==> src/hw/rtl/lphm_pkg.sv <==
// shared types, codes and the key mixing function of the linear probe hash map
// no dependencies
package lphm_pkg;

	localparam int DATA_W        = 64;
	localparam int CNT_W         = 11;
	localparam int MARK_W        = 2;
	localparam int ENTRY_W       = MARK_W + 2 * DATA_W;
	localparam int SLOTS_DEFAULT = 1024;
	localparam int CFG_ADDR_W    = 3;
	localparam int APB_DATA_W    = 32;

	localparam logic [CNT_W-1:0] MAX_LIVE_RESET = 11'd716;

	// register indexes
	localparam logic REG_MAX_LIVE = 1'b0;

	// slot marks
	localparam logic [MARK_W-1:0] MARK_EMPTY = 2'd0;
	localparam logic [MARK_W-1:0] MARK_LIVE  = 2'd1;
	localparam logic [MARK_W-1:0] MARK_TOMB  = 2'd2;

	// request opcodes
	localparam logic [1:0] CMD_PUT    = 2'd0;
	localparam logic [1:0] CMD_GET    = 2'd1;
	localparam logic [1:0] CMD_REMOVE = 2'd2;

	localparam logic [1:0] HASH_ROUND_LAST = 2'd3;

	typedef struct packed {
		logic clr;
		logic load;
		logic hash;
		logic home;
		logic probe;
	} lphm_cmd_t;

	typedef struct packed {
		logic clear_last;
		logic hash_last;
		logic probe_stop;
	} lphm_stat_t;

	// one round of the integer mix, two of the seven original steps per round, the last round one
	function automatic logic [DATA_W-1:0] mix_round(input logic [DATA_W-1:0] k,
			input logic [1:0] rnd);
		logic [DATA_W-1:0] t;
		logic [DATA_W-1:0] r;
		case (rnd)
			2'd0: begin
				t = ~k + (k << 21);
				r = t ^ (t >> 24);
			end
			2'd1: begin
				t = k + (k << 3) + (k << 8);
				r = t ^ (t >> 14);
			end
			2'd2: begin
				t = k + (k << 2) + (k << 4);
				r = t ^ (t >> 28);
			end
			default: begin
				t = k;
				r = t + (t << 31);
			end
		endcase
		return r;
	endfunction

endpackage

==> src/hw/rtl/lphm_ctrl.sv <==
// controller state machine: clearing pass, hashing rounds, probe walk
// depends on lphm_pkg
module lphm_ctrl (
	input  logic               clk,
	input  logic               arst_n,
	input  logic               start,
	output logic               busy,
	output lphm_pkg::lphm_cmd_t  cmd,
	input  lphm_pkg::lphm_stat_t stat
);

	import lphm_pkg::*;

	typedef enum logic [4:0] {
		S_CLEAR = 5'b00001,
		S_IDLE  = 5'b00010,
		S_HASH  = 5'b00100,
		S_HOME  = 5'b01000,
		S_PROBE = 5'b10000
	} state_t;

	state_t state_q, state_d;

	always_comb begin
		state_d   = state_q;
		cmd       = '0;
		unique case (state_q)
			S_CLEAR: begin
				cmd.clr = 1'b1;
				if (stat.clear_last) state_d = S_IDLE;
			end
			S_IDLE: begin
				if (start) begin
					cmd.load = 1'b1;
					state_d  = S_HASH;
				end
			end
			S_HASH: begin
				cmd.hash = 1'b1;
				if (stat.hash_last) state_d = S_HOME;
			end
			S_HOME: begin
				cmd.home = 1'b1;
				state_d  = S_PROBE;
			end
			S_PROBE: begin
				cmd.probe = 1'b1;
				if (stat.probe_stop) state_d = S_IDLE;
			end
			default: state_d = S_IDLE;
		endcase
	end

	assign busy = (state_q != S_IDLE);

	always_ff @(posedge clk or negedge arst_n) begin
		if (!arst_n) begin
			state_q <= S_CLEAR;
		end else begin
			state_q <= state_d;
		end
	end

endmodule

==> config.mk <==
export PLATFORM = sky130hd
export DESIGN_NAME = lphm_ctrl
export DESIGN_NICKNAME = d
export VERILOG_FILES = /design/src/hw/rtl/lphm_pkg.sv /design/src/hw/rtl/lphm_ctrl.sv
export SDC_FILE = /design/constraint.sdc
export NUM_CORES = 1
export LEC_CHECK = 0
export ABC_AREA = 1
export BUFFER_PORTS_ARGS = -buffer_cell sky130_fd_sc_hd__buf_2
export CAP_MARGIN = 30
export CORE_AREA = 2 2 39 41
export CTS_BUF_LIST = sky130_fd_sc_hd__clkbuf_4
export DETAILED_ROUTE_END_ITERATION = 6
export DIE_AREA = 0 0 41 43
export SLEW_MARGIN = 10
export SYNTH_ARGS = -nofsm -noshare
export SYNTH_HDL_FRONTEND = slang
export SYNTH_SLANG_ARGS = --single-unit
==> constraint.sdc <==
create_clock -name clk -period 3.21 [get_ports clk]
set_clock_uncertainty 0.1 [all_clocks]
set_input_delay 0.8025 -clock clk [delete_from_list [all_inputs] [get_ports clk]]
set_output_delay 0.8025 -clock clk [all_outputs]
set_load 0.02 [all_outputs]
==> flow_summary_export.csv <==
group,metric,value,unit
setup_path,critPathMaxFanout,4,
timing,setup_viol_count_final,0,
place,dp_hpwl,546,µm
setup_path,arrival,1300,ps
setup_path,critPathRequiredTime,2310,ps
floorplanning,die_h,43,µm
timing,drv_slew,0,
grt,grt-ovfl-total,0,
power,cellPowerDensity,918,nW/µm²
cts,clkTransAtPathRegs,40,ps
cts,root_buffer,"clkbuf_4",
detailed_routing,drt_iter0_markers,4,
logic_synthesis,synth_area,315,µm²
timing,hold_violations,0,
logic_synthesis,synth_seq_cells,5,
detailed_routing,routed_via_density,4.30,
grt,grt_max_degree,8,
floorplanning,core_area,1380,µm²
final_layout,layout.nets,64,
logic_synthesis,netlist.area_leader.share,0.317,
final_layout,area_growth,31.0,%
floorplanning,pin_count,12,
timing,slew_headroom,0.852,
final_layout,top_register,"state_q",
floorplanning,initial_utilization,0.228,
detailed_routing,wl,654,µm
floorplanning,placementRows,14,
cts,cts_resized,0,
grt,grt.met3_usage,0.0471,
setup_path,r2r.worst_path.cells,7,
flow_run,cap_violations,0,
grt,antenna_found_initial,0,
logic_synthesis,synth_largest_area_cell,"dfrtp_1",
grt,track_usage,0.0926,
grt,grt_pass1_wl,1.06,mm
timing,min_period_over_period,0.686,
timing,setup_tns,0,ps
setup_path,r2r_slack,1940,ps
final_layout,reg_top3,"state_q (5)",
cts,h-tree-depth,1,
logic_synthesis,yosys_warnings,0,
floorplanning,dieArea,1760,µm²
detailed_routing,drt-pass1-iter-count,4,
timing,min_period,2200,ps
grt,gr-max-usage-layer,"met2",
cts,insertion_delay,240,ps
setup_path,reg2reg_to,"state_q[1]",
setup_path,worstReg2RegStart,"state_q[0]",
timing,max_freq,454,MHz
grt,grt_pass1_vias,290,
setup_path,cp-end-kind,"primary output",
cts,clock_path_buffers,2,
final_layout,final_util,0.298,
logic_synthesis,synth_cells,43,
place,io_buffers,11,
final_layout,largest_register_ff_count,5,
detailed_routing,ant_nets,0,
final_layout,final_common_cell,"buf_2",
final_layout,diodes,0,
logic_synthesis,ys_seq_area_frac,0.401,
run_status,outcome,"finished, final reports clean",
final_layout,final_cell_mix,"buf_2 (11), inv_1 (7), nand2_1 (6)",
place,routabilityCongestion,0.751,
final_layout,drive_gt1_frac,0.456,
logic_synthesis,avgSynthCellArea,7.33,µm²
grt,grtUsageMet1,0.110,
grt,met2_usage,0.134,
detailed_routing,routedWlPerCell,8.96,µm
cts,cts_tree,"yes",
timing,tightest_slew,220,ps
logic_synthesis,synth_cell_type_count,15,
cts,cts_made_buffers,3,
cts,clkSinkCount,5,
logic_synthesis,synth_nets,49,
final_layout,fillers,156,
floorplanning,fp.dieW,41,µm
cts,ctsHoldBuffers,0,
timing,rsz0062_at_grt,"no",
setup_path,crit_type,"flip-flop to primary output",
detailed_routing,vias,314,
power,worst_ir_drop_vdd,0.285,mV
min_path,hp-class,"primary input to async pin",
power,p_leak,0.259,nW
cts,postCtsSetupRepairBufs,0,
setup_path,startpoint_type,"flip-flop",
detailed_routing,remaining_drc_errors,0,
logic_synthesis,synth.area.top_cells,"dfrtp_1 (32%), nand4_1 (9.9%), dfstp_2 (8.3%), inv_1 (8.3%), nand2_1 (7.1%)",
==> worst max-delay path by stage <==
stage / startpoint / to / cells past startpoint
CTS: state_q[0] / cmd[4] / 3
floorplan: state_q[0] / cmd[4] / 2
finish: state_q[0] / cmd[4] / 3
global placement: start / cmd[3] / 4
global route: state_q[0] / cmd[4] / 3
detailed placement: start / cmd[3] / 4
==> report_power, final <==
group / switching [W] / internal, W
sequential: 0.0000244 / 0.0000832
clock: 0.0000235 / 0.0000553
combinational: 0.000128 / 0.0000645
==> worst max-delay path, stage by stage, from the launching register on <==
cell and delay (ps):
dfstp_2 570, inv_2 40, nor4_1 240, buf_2 200
==> synth_stat cells, drive strengths merged <==
cell type  count
nor4           2
nand2          6
nand3          2
inv           12
dfstp          1
nor2           8
dfrtp          4
buf            1
nand4          5
o21ai          1
nor3           1
==> final cells by class <==
class / instances / area, µm² / share of cell area
Tap cell: 16 / 20.0 / 0.0485
Multi-Input combinational cell: 25 / 136 / 0.330
Timing Repair Buffer: 11 / 55.1 / 0.133
Clock buffer: 4 / 30.0 / 0.0727
Inverter: 12 / 45.0 / 0.109
Sequential cell: 5 / 126 / 0.306
==> metal layers <==
metal | routed length [µm] | up-vias
li1 | - | 165
met5 | 0 | -
met2 | 323 | 9
met1 | 288 | 140
met4 | 0 | 0
met3 | 42 | 0
==> logic make-up (layout without fill, tap and decap cells) <==
group,after synthesis,count (layout),share of synthesized area
AND/OR/NAND/NOR,24,24,0.417
buffers and inverters,13,27,0.167
AO/OA/AOI/OAI,1,1,0.0159
flip-flops,5,5,0.401
==> metrics by stage <==
stage	worst slack, ps	std cells	total power [W]	hold slack [ps]	instance area, µm²
final	1010	73	0.000379	266	413
after global routing	936	73	0.000415	263	413
after CTS	993	73	0.000386	259	413
after detailed placement	1130	69	0.000303	510	383
after global placement	1140	69	0.000301	508	383
after floorplan	1010	43	0.000254	407	315
No activity file was read; power rests on OpenSTA's default activity.
